--- config.mk ---
export PLATFORM = sky130hd
export DESIGN_NAME = timer_table_one_shot_recurring
export DESIGN_NICKNAME = d
export VERILOG_FILES = /design/src/hdl/ttor_pkg.sv /design/src/hdl/ttor_mem.sv /design/src/hdl/ttor_alu.sv /design/src/hdl/timer_table_one_shot_recurring.sv
export SDC_FILE = /design/constraint.sdc
export NUM_CORES = 2
export LEC_CHECK = 0
export ABC_AREA = 1
export ABC_CLOCK_PERIOD_IN_PS = 31300
export BUFFER_PORTS_ARGS = -buffer_cell sky130_fd_sc_hd__buf_2
export CORE_MARGIN = 8
export CORE_UTILIZATION = 35
export CTS_CLUSTER_SIZE = 40
export DETAILED_ROUTE_END_ITERATION = 8
export HOLD_SLACK_MARGIN = 0.02
export PLACE_DENSITY = 0.59
export SYNTH_ARGS = -nofsm -noshare
export SYNTH_HDL_FRONTEND = slang
export SYNTH_SLANG_ARGS = --single-unit
export TNS_END_PERCENT = 100
--- constraint.sdc ---
create_clock -name clk -period 31.3 [get_ports clk]
set_input_delay 1.565 -clock clk [delete_from_list [all_inputs] [get_ports clk]]
set_output_delay 1.565 -clock clk [all_outputs]
set_load 0.005 [all_outputs]
--- src/hdl/ttor_pkg.sv ---
// Shared types and codes for the timer table block.
package ttor_pkg;

  // Action codes of an input word
  localparam logic [1:0] ACT_ADD    = 2'd0;
  localparam logic [1:0] ACT_REMOVE = 2'd1;
  localparam logic [1:0] ACT_TICK   = 2'd2;
  localparam logic [1:0] ACT_QUERY  = 2'd3;

  // Result kinds
  localparam logic [2:0] KIND_ADDED   = 3'd0;
  localparam logic [2:0] KIND_FIRED   = 3'd1;
  localparam logic [2:0] KIND_REMOVED = 3'd2;
  localparam logic [2:0] KIND_DELAY   = 3'd3;
  localparam logic [2:0] KIND_FULL    = 3'd4;
  localparam logic [2:0] KIND_DONE    = 3'd5;

  // Configuration register indexes
  localparam logic CFG_IDLE_DELAY = 1'b0;
  localparam logic CFG_BUSY_DELAY = 1'b1;

  // Reset values of the delay caps
  localparam logic [15:0] IDLE_DELAY_RST = 16'd60;
  localparam logic [15:0] BUSY_DELAY_RST = 16'd2;

  typedef struct packed {
    logic [1:0]  action;
    logic [31:0] time_value;
    logic [31:0] interval;
    logic        recurring;
    logic [15:0] handler_tag;
    logic [31:0] timer_id;
    logic        queue_pending;
  } in_word_t;

  typedef struct packed {
    logic [2:0]  kind;
    logic [31:0] id_out;
    logic [15:0] tag_out;
    logic        found;
    logic [15:0] delay;
    logic        last;
  } out_word_t;

  // One table slot
  typedef struct packed {
    logic [31:0] id;
    logic [31:0] deadline;
    logic [31:0] interval;
    logic        recurring;
    logic [15:0] tag;
  } entry_t;

  // Request to the shared slot unit
  typedef struct packed {
    logic [1:0]  action;
    entry_t      entry;
    logic [31:0] time_value;
    logic [31:0] timer_id;
    logic [15:0] lowest;
    logic        hit;
  } alu_req_t;

  // Answer of the shared slot unit
  typedef struct packed {
    logic        fire;
    logic        keep;
    entry_t      wr_entry;
    logic [15:0] lowest;
    logic        hit;
  } alu_res_t;

endpackage

--- src/hdl/ttor_mem.sv ---
// Timer table storage: one write port, one registered read port.
module ttor_mem #(
  parameter int DEPTH = 16,
  parameter int AW    = 4
) (
  input  logic            clk,
  input  logic            we,
  input  logic [AW-1:0]   waddr,
  input  ttor_pkg::entry_t wdata,
  input  logic            re,
  input  logic [AW-1:0]   raddr,
  output ttor_pkg::entry_t rdata
);

  ttor_pkg::entry_t mem [DEPTH];
  ttor_pkg::entry_t rdata_r;

  // Write port
  always_ff @(posedge clk) begin
    if (we) begin
      mem[waddr] <= wdata;
    end
  end

  // Read port, data held until the next read
  always_ff @(posedge clk) begin
    if (re) begin
      rdata_r <= mem[raddr];
    end
  end

  assign rdata = rdata_r;

endmodule

--- src/hdl/ttor_alu.sv ---
// Shared slot unit: fire test, deadline advance, id match and delay minimum.
module ttor_alu (
  input  ttor_pkg::alu_req_t req,
  output ttor_pkg::alu_res_t res
);

  logic [31:0] dl;
  logic        fire;
  logic        match;
  logic [31:0] new_dl;
  logic [31:0] cur;
  logic        dropped;

  always_comb begin
    dl     = req.entry.deadline;
    // Tick: armed and due
    fire   = (req.action == ttor_pkg::ACT_TICK) && (dl != 32'd0) && (dl <= req.time_value);
    new_dl = (fire && req.entry.recurring) ? dl + req.entry.interval : dl;
    // Remove: first matching id only
    match  = (req.action == ttor_pkg::ACT_REMOVE) && !req.hit && (req.entry.id == req.timer_id);
    // Query: overdue counts as zero
    cur    = (dl > req.time_value) ? dl - req.time_value : 32'd0;

    dropped = 1'b0;
    case (req.action)
      ttor_pkg::ACT_TICK:   dropped = (fire && !req.entry.recurring) || (new_dl == 32'd0);
      ttor_pkg::ACT_REMOVE: dropped = match;
      default:              dropped = 1'b0;
    endcase

    res                   = '0;
    res.fire              = fire;
    res.keep              = !dropped;
    res.wr_entry          = req.entry;
    res.wr_entry.deadline = new_dl;
    res.hit               = req.hit | match;
    res.lowest            = req.lowest;
    if ((req.action == ttor_pkg::ACT_QUERY) && (cur < {16'd0, req.lowest})) begin
      res.lowest = cur[15:0];
    end
  end

endmodule

--- src/hdl/timer_table_one_shot_recurring.sv ---
// Top level: ordered timer table walked slot by slot under a small sequencer.
//
//  channel | ports                              | word
//  --------+------------------------------------+-----------------------------
//  input   | in_valid, in_stall, in_word        | add / remove / tick / query
//  result  | out_valid, out_stall, out_word     | added, fired, removed, ...
//  config  | cfg_we, cfg_idx, cfg_data          | idle and busy delay caps
//
// Add is accepted, then its result is written into the output register.
// Remove, tick and query walk the n timers held one slot per cycle while no fired
// word waits, through the single table read port and the shared slot unit.
// Each fired word and each final word waits while the output register is full
// and stalled; the block takes no new word until the last result is issued.
// Synchronous reset empties the table by its fill count, clears the id counter
// and loads the caps with 60 and 2; there is no clearing pass.
module timer_table_one_shot_recurring #(
  parameter int TIMER_SLOTS = 16
) (
  input  logic                clk,
  input  logic                rst_n,
  input  logic                in_valid,
  output logic                in_stall,
  input  ttor_pkg::in_word_t  in_word,
  output logic                out_valid,
  input  logic                out_stall,
  output ttor_pkg::out_word_t out_word,
  input  logic                cfg_we,
  input  logic                cfg_idx,
  input  logic [15:0]         cfg_data
);

  localparam int AW = (TIMER_SLOTS > 1) ? $clog2(TIMER_SLOTS) : 1;
  localparam int CW = $clog2(TIMER_SLOTS + 1);

  typedef enum logic [1:0] {
    S_IDLE,
    S_WALK,
    S_FINISH
  } state_t;

  state_t              state_r, state_nxt;
  ttor_pkg::in_word_t  item_r, item_nxt;
  logic [CW-1:0]       n_r, n_nxt;
  logic [CW-1:0]       rd_r, rd_nxt;
  logic [CW-1:0]       wr_r, wr_nxt;
  logic                hit_r, hit_nxt;
  logic [15:0]         lowest_r, lowest_nxt;
  logic [31:0]         id_cnt_r, id_cnt_nxt;
  logic [15:0]         idle_r, idle_nxt;
  logic [15:0]         busy_r, busy_nxt;
  logic                out_valid_r, out_valid_nxt;
  ttor_pkg::out_word_t out_word_r, out_word_nxt;

  logic                accept;
  logic                out_free;
  logic                mem_we;
  logic [AW-1:0]       mem_waddr;
  ttor_pkg::entry_t    mem_wdata;
  logic                mem_re;
  logic [AW-1:0]       mem_raddr;
  ttor_pkg::entry_t    mem_rdata;
  ttor_pkg::alu_req_t  alu_req;
  ttor_pkg::alu_res_t  alu_res;
  logic                store;
  logic [CW-1:0]       wr_inc;
  logic [CW-1:0]       rd_inc;

  ttor_mem #(
    .DEPTH (TIMER_SLOTS),
    .AW    (AW)
  ) u_mem (
    .clk   (clk),
    .we    (mem_we),
    .waddr (mem_waddr),
    .wdata (mem_wdata),
    .re    (mem_re),
    .raddr (mem_raddr),
    .rdata (mem_rdata)
  );

  ttor_alu u_alu (
    .req (alu_req),
    .res (alu_res)
  );

  assign in_stall  = (state_r != S_IDLE);
  assign accept    = in_valid && !in_stall;
  assign out_free  = !out_valid_r || !out_stall;
  assign out_valid = out_valid_r;
  assign out_word  = out_word_r;

  // Slot unit sees the slot just read
  always_comb begin
    alu_req            = '0;
    alu_req.action     = item_r.action;
    alu_req.entry      = mem_rdata;
    alu_req.time_value = item_r.time_value;
    alu_req.timer_id   = item_r.timer_id;
    alu_req.lowest     = lowest_r;
    alu_req.hit        = hit_r;
  end

  // Sequencer
  always_comb begin
    state_nxt     = state_r;
    item_nxt      = item_r;
    n_nxt         = n_r;
    rd_nxt        = rd_r;
    wr_nxt        = wr_r;
    hit_nxt       = hit_r;
    lowest_nxt    = lowest_r;
    id_cnt_nxt    = id_cnt_r;
    idle_nxt      = idle_r;
    busy_nxt      = busy_r;
    out_valid_nxt = out_valid_r && out_stall;
    out_word_nxt  = out_word_r;
    mem_we        = 1'b0;
    mem_waddr     = wr_r[AW-1:0];
    mem_wdata     = alu_res.wr_entry;
    mem_re        = 1'b0;
    mem_raddr     = '0;
    store         = alu_res.keep && (item_r.action != ttor_pkg::ACT_QUERY);
    wr_inc        = store ? wr_r + 1'b1 : wr_r;
    rd_inc        = rd_r + 1'b1;

    // Configuration writes
    if (cfg_we) begin
      case (cfg_idx)
        ttor_pkg::CFG_IDLE_DELAY: idle_nxt = cfg_data;
        ttor_pkg::CFG_BUSY_DELAY: busy_nxt = cfg_data;
        default: ;
      endcase
    end

    case (state_r)
      S_IDLE: begin
        if (accept) begin
          item_nxt   = in_word;
          rd_nxt     = '0;
          wr_nxt     = '0;
          hit_nxt    = 1'b0;
          lowest_nxt = in_word.queue_pending ? busy_r : idle_r;
          mem_re     = 1'b1;
          if ((in_word.action == ttor_pkg::ACT_ADD) || (n_r == '0)) begin
            state_nxt = S_FINISH;
          end else begin
            state_nxt = S_WALK;
          end
        end
      end

      S_WALK: begin
        // A due timer waits for room in the output register
        if (!alu_res.fire || out_free) begin
          if (alu_res.fire) begin
            out_valid_nxt        = 1'b1;
            out_word_nxt         = '0;
            out_word_nxt.kind    = ttor_pkg::KIND_FIRED;
            out_word_nxt.id_out  = mem_rdata.id;
            out_word_nxt.tag_out = mem_rdata.tag;
          end
          mem_we     = store;
          wr_nxt     = wr_inc;
          hit_nxt    = alu_res.hit;
          lowest_nxt = alu_res.lowest;
          rd_nxt     = rd_inc;
          if (rd_inc < n_r) begin
            mem_re    = 1'b1;
            mem_raddr = rd_inc[AW-1:0];
          end else begin
            state_nxt = S_FINISH;
            if (item_r.action != ttor_pkg::ACT_QUERY) begin
              n_nxt = wr_inc;
            end
          end
        end
      end

      S_FINISH: begin
        if (out_free) begin
          out_valid_nxt     = 1'b1;
          out_word_nxt      = '0;
          out_word_nxt.last = 1'b1;
          case (item_r.action)
            ttor_pkg::ACT_ADD: begin
              if (n_r == CW'(TIMER_SLOTS)) begin
                out_word_nxt.kind = ttor_pkg::KIND_FULL;
              end else begin
                out_word_nxt.kind   = ttor_pkg::KIND_ADDED;
                out_word_nxt.id_out = id_cnt_r + 32'd1;
                id_cnt_nxt          = id_cnt_r + 32'd1;
                mem_we              = 1'b1;
                mem_waddr           = n_r[AW-1:0];
                mem_wdata.id        = id_cnt_r + 32'd1;
                mem_wdata.deadline  = item_r.time_value;
                mem_wdata.interval  = item_r.interval;
                mem_wdata.recurring = item_r.recurring;
                mem_wdata.tag       = item_r.handler_tag;
                n_nxt               = n_r + 1'b1;
              end
            end
            ttor_pkg::ACT_REMOVE: begin
              out_word_nxt.kind   = ttor_pkg::KIND_REMOVED;
              out_word_nxt.id_out = item_r.timer_id;
              out_word_nxt.found  = hit_r;
            end
            ttor_pkg::ACT_TICK: begin
              out_word_nxt.kind = ttor_pkg::KIND_DONE;
            end
            default: begin
              out_word_nxt.kind  = ttor_pkg::KIND_DELAY;
              out_word_nxt.delay = lowest_r;
            end
          endcase
          state_nxt = S_IDLE;
        end
      end

      default: state_nxt = S_IDLE;
    endcase
  end

  // State and registered outputs
  always_ff @(posedge clk) begin
    if (!rst_n) begin
      state_r     <= S_IDLE;
      n_r         <= '0;
      id_cnt_r    <= '0;
      idle_r      <= ttor_pkg::IDLE_DELAY_RST;
      busy_r      <= ttor_pkg::BUSY_DELAY_RST;
      out_valid_r <= 1'b0;
      rd_r        <= '0;
      wr_r        <= '0;
      hit_r       <= 1'b0;
    end else begin
      state_r     <= state_nxt;
      n_r         <= n_nxt;
      id_cnt_r    <= id_cnt_nxt;
      idle_r      <= idle_nxt;
      busy_r      <= busy_nxt;
      out_valid_r <= out_valid_nxt;
      rd_r        <= rd_nxt;
      wr_r        <= wr_nxt;
      hit_r       <= hit_nxt;
    end
    item_r     <= item_nxt;
    lowest_r   <= lowest_nxt;
    out_word_r <= out_word_nxt;
  end

endmodule

==> parameters.txt <==
Parameter                              Value

STA
  Clk_skew    ~0.05 ns
  Fmax    around 120 MHz
  Tightest slew margin relative to the limit    0.205
  Sum of negative setup slack    0 ns
  Final-report setup violation count    0
  RSZ-0062 raised after global routing    no
  WHS    ~0.46 ns
  Final count of pins violating max slew    0
  Final worst path period share    0.258
  Min Tclk post-route    8.06 ns
  Count of endpoints failing hold in the final timing report    0
  Worst Max-Slew Pin Slew    roughly 1.2 ns

Floorplan
  Placeable core area    between 200000 and 300000 um^2
  Initial core utilization    0.352
  Site Rows    between 150 and 200
  Area enclosed by the die boundary    284000 um^2
  Die Y-Extent    533 um
  Chip Width    roughly 530 um
  Boundary Pins    ~210

Route
  Vias    57257
  Post-route DRC violation count    0
  Wire length after detailed routing    between 200 and 300 mm
  Number of DRC markers after the initial detailed-route iteration    a little under 6000
  Antenna Violating Nets Remaining    0
  Drt wl/cell    about 23 um
  Iteration count of the initial detailed-routing pass    6
  Vias per inst    between 5 and 6

Logic synthesis
  Dominant synthesized flop cell    sky130_fd_sc_hd__edfxtp_1
  Async S/R FF share, synth    0
  Post-synthesis share of cell area spent on and, or, nand and nor gates    0.0700
  Total number of yosys warnings    0
  Synth unique cells    56
  Combinational family with the most area after synthesis    compound AO/OA/AOI/OAI gates
  Number of instances in the synthesized netlist    between 7000 and 8000
  Post-synthesis adder-cell area fraction    0.0130
  Sequential-to-total area share from yosys stat    0.700
  Area of the mapped netlist    93400 um^2
  XOR/XNOR share of the synthesized area    0.00872
  Synthesized-area fraction occupied by ao, oa, aoi and oai cells    0.0935
  Number of nets produced by synthesis    about 7300
  Mean Syn Cell Area    around 13 um^2
  Mux contribution to synthesized area    0.0745
  Number of register bits inferred by synthesis    between 2000 and 2500
  EDFF count, synth    ~2100

Pwr
  Part of the power in registers    0.491
  Leakage power summed over all cells    between 30 and 40 nW
  P_int    about 5.5 mW
  Logic gate share of total power    0.169
  Sw Share    0.281
  Power density over the cells    about 73 nW/um^2
  Clock share of power    0.341
  Switching power summed over all nets    2.16 mW
  IR Drop Worst-Case VDD    approximately 0.05 mV

Setup path
  Sort of element at the end of the critical path    register
  Data required time of the critical path    31.88 ns
  Max FO, Critical Path    approximately 210
  Element type at the critical path start    register
  Slowest cell on the critical path    sky130_fd_sc_hd__buf_4
  Class of the most critical setup path    reg2reg
  Critical path, cell by cell    ha_1 -> nand2_2 -> nor2_2 -> nand3_1 -> nand2_1 -> nand2_1 -> nand2_2 -> nand2_1 -> nand2_2 -> nand2_4 -> nand2_2 -> nor2_2 -> inv_2 -> nand2_4 -> nor2_4 -> buf_4 -> buf_12 -> buf_4 -> buf_4 -> buf_4 -> o21ai_0 -> o21ai_0 -> o22ai_1
  Slowest Stage Delay on Critical Path    roughly 0.89 ns
  Endpoint arrival time on the critical path    ~8.7 ns

Placement
  Dpl hpwl    roughly 140 mm
  Buffers on Ports    around 210
  RD Place Congestion    0.914

Global routing
  Vias in the first global route    roughly 56000
  Largest net degree at the start of global routing    215
  GR Util All Layers    0.173
  Global-route wire length before repair    around 370 mm
  Antenna violations before repair    30
  Congestion Overflow GR    0

Clocking
  Clock tree root driver cell    sky130_fd_sc_hd__clkbuf_16
  Post-cts repair resize count    0
  Clock insertion delay at the later pin of the skew report    between 0.8 and 0.9 ns
  Buffers inserted during post-CTS setup optimization    0
  # clock sinks    about 2200
  Worst-case clock buffer depth    3
  Hold bufs inserted after CTS    0
  CTS clock-pin slew for the worst setup and hold paths    approximately 0.06 ns
  CTS Buf Count    between 200 and 250
  Clock tree from TritonCTS    yes
  # H-tree levels    4

Layout
  Share of final-layout standard cells stronger than drive strength 1    0.129
  Final layout net count    7491
  Filler cell count in the final layout    24647
  Area Overhead vs Synth    13.2%

Worst hold path
  Worst min-delay path category    reg2reg

Outcome
  Status    finished, final reports clean

Job
  Max Cap Violations    0
[layout by cell type (no fill, tap or decap), types with 14 or more instances in the layout]
cell	netlist	final
sky130_fd_sc_hd__nand3_1	85	85
sky130_fd_sc_hd__xnor2_1	27	27
sky130_fd_sc_hd__a22oi_1	30	30
sky130_fd_sc_hd__ha_1	94	93
sky130_fd_sc_hd__mux2i_1	452	452
sky130_fd_sc_hd__clkbuf_1	173	38
sky130_fd_sc_hd__nand4_1	37	37
sky130_fd_sc_hd__nand2_1	949	945
sky130_fd_sc_hd__o211ai_1	248	248
sky130_fd_sc_hd__o21ai_1	117	123
sky130_fd_sc_hd__buf_4	32	153
sky130_fd_sc_hd__xor2_1	66	66
sky130_fd_sc_hd__inv_1	523	519
sky130_fd_sc_hd__diode_2	0	14
sky130_fd_sc_hd__bufinv_16	0	23
sky130_fd_sc_hd__edfxtp_1	2121	2121
sky130_fd_sc_hd__o21ai_0	519	513
sky130_fd_sc_hd__nor3_1	38	26
sky130_fd_sc_hd__a21oi_1	160	160
sky130_fd_sc_hd__mux2_2	216	216
sky130_fd_sc_hd__clkinv_1	0	50
sky130_fd_sc_hd__clkinv_2	0	39
sky130_fd_sc_hd__a211oi_1	223	222
sky130_fd_sc_hd__o22ai_1	116	116
sky130_fd_sc_hd__nor2_1	481	476
sky130_fd_sc_hd__buf_2	161	208
sky130_fd_sc_hd__clkbuf_16	0	219
sky130_fd_sc_hd__dfxtp_1	83	83
[area by class of cell]
class                   instances  area, um^2  share of cell area
diodes                         14        35.0            0.000331
clock buffers                 264        5720              0.0541
clock inverters               139        1390              0.0132
inverters                     527        2010              0.0190
multi-input cells            3934       24400               0.231
flip-flops and latches       2204       65400               0.618
well taps                    3533        4420              0.0418
repair buffers                373        2430              0.0230
[power groups by stage]
stage	registers (mW)	logic, mW	clock network [mW]
5_1_grt	3.78	1.43	2.77
6_report	3.77	1.30	2.62
4_1_cts	3.77	1.30	2.67
2_1_floorplan	3.82	0.762	0
3_5_place_dp	3.83	1.29	0
3_3_place_gp	3.83	1.27	0
[worst max-delay path, delay by kind of cell (launching register included)]
kind | cells | cell delay, ns
AOI/OAI and AO/OA | 3 | 0.54
adders and majority gates | 1 | 0.44
buffers and inverters | 6 | 3.83
DFF | 1 | 0.45
and+or+nand+nor | 13 | 2.20
[Yosys cell counts, types with 38 or more instances]
| cell type | number | share of area |
|---|---|---|
| sky130_fd_sc_hd__a211oi_1 | 223 | 0.018 |
| sky130_fd_sc_hd__a21oi_1 | 160 | 0.0086 |
| sky130_fd_sc_hd__buf_2 | 161 | 0.0086 |
| sky130_fd_sc_hd__clkbuf_1 | 173 | 0.0070 |
| sky130_fd_sc_hd__dfxtp_1 | 83 | 0.018 |
| sky130_fd_sc_hd__edfxtp_1 | 2121 | 0.68 |
| sky130_fd_sc_hd__ha_1 | 94 | 0.013 |
| sky130_fd_sc_hd__inv_1 | 523 | 0.021 |
| sky130_fd_sc_hd__mux2_2 | 216 | 0.026 |
| sky130_fd_sc_hd__mux2i_1 | 452 | 0.048 |
| sky130_fd_sc_hd__nand2_1 | 949 | 0.038 |
| sky130_fd_sc_hd__nand3_1 | 85 | 0.0046 |
| sky130_fd_sc_hd__nor2_1 | 481 | 0.019 |
| sky130_fd_sc_hd__nor3_1 | 38 | 0.0020 |
| sky130_fd_sc_hd__o211ai_1 | 248 | 0.020 |
| sky130_fd_sc_hd__o21ai_0 | 519 | 0.028 |
| sky130_fd_sc_hd__o21ai_1 | 117 | 0.0063 |
| sky130_fd_sc_hd__o22ai_1 | 116 | 0.0078 |
| sky130_fd_sc_hd__xor2_1 | 66 | 0.0062 |
[metal layers]
layer | vias to the layer above | share of wire | global-route usage
li1 | 26313 | - | -
met2 | 1870 | 0.45 | 0.271
met4 | 2 | 0.022 | 0.0424
met5 | - | 0.000051 | 0
met1 | 28727 | 0.46 | 0.252
met3 | 345 | 0.069 | 0.0269
[kinds of logic after synthesis]
logic type / Yosys count
simple gates: 1631
flops: 2204
buf+inv: 909
xor+xnor: 93
compound gates: 1446
mux: 668
fa+ha+maj: 96
[registers in the layout, summed over array words and instances (netlist names)]
name / count
alu_req: 66
busy_r: 16
hit_r: 1
id_cnt_r: 32
idle_r: 16
item_r: 49
lowest_r: 16
n_r: 5
out_valid: 1
out_word: 69
rd_r: 5
state_r: 2
u_mem.mem: 1808
u_mem.rdata: 113
wr_r: 5
[stage by stage]
stage          utilization  instance area (um^2)  power, mW  setup WS (ns)  cells
2_1_floorplan            -                 93400       4.58          20.02   7047
4_1_cts              0.398                106000       7.74          23.21  10974
5_1_grt              0.398                106000       7.99          22.58  10976
3_5_place_dp         0.372                 98600       5.12          23.25  10571
6_report             0.399                106000       7.68          23.24  10988
3_3_place_gp         0.372                 98600       5.10          23.36  10571
[final timing paths]
check | depth (start not counted) | slack (ns) | from | endpoint
worst max-delay path | 23 | 23.24 | u_mem.rdata[56] | u_mem.rdata[26]
worst min-delay path | 2 | 0.46 | id_cnt_r[13] | id_cnt_r[13]
worst max register to register | 23 | 23.24 | u_mem.rdata[56] | u_mem.rdata[26]
worst min register to register | 2 | 0.46 | id_cnt_r[13] | id_cnt_r[13]
Note: power is estimated with default switching activity, not from simulation.
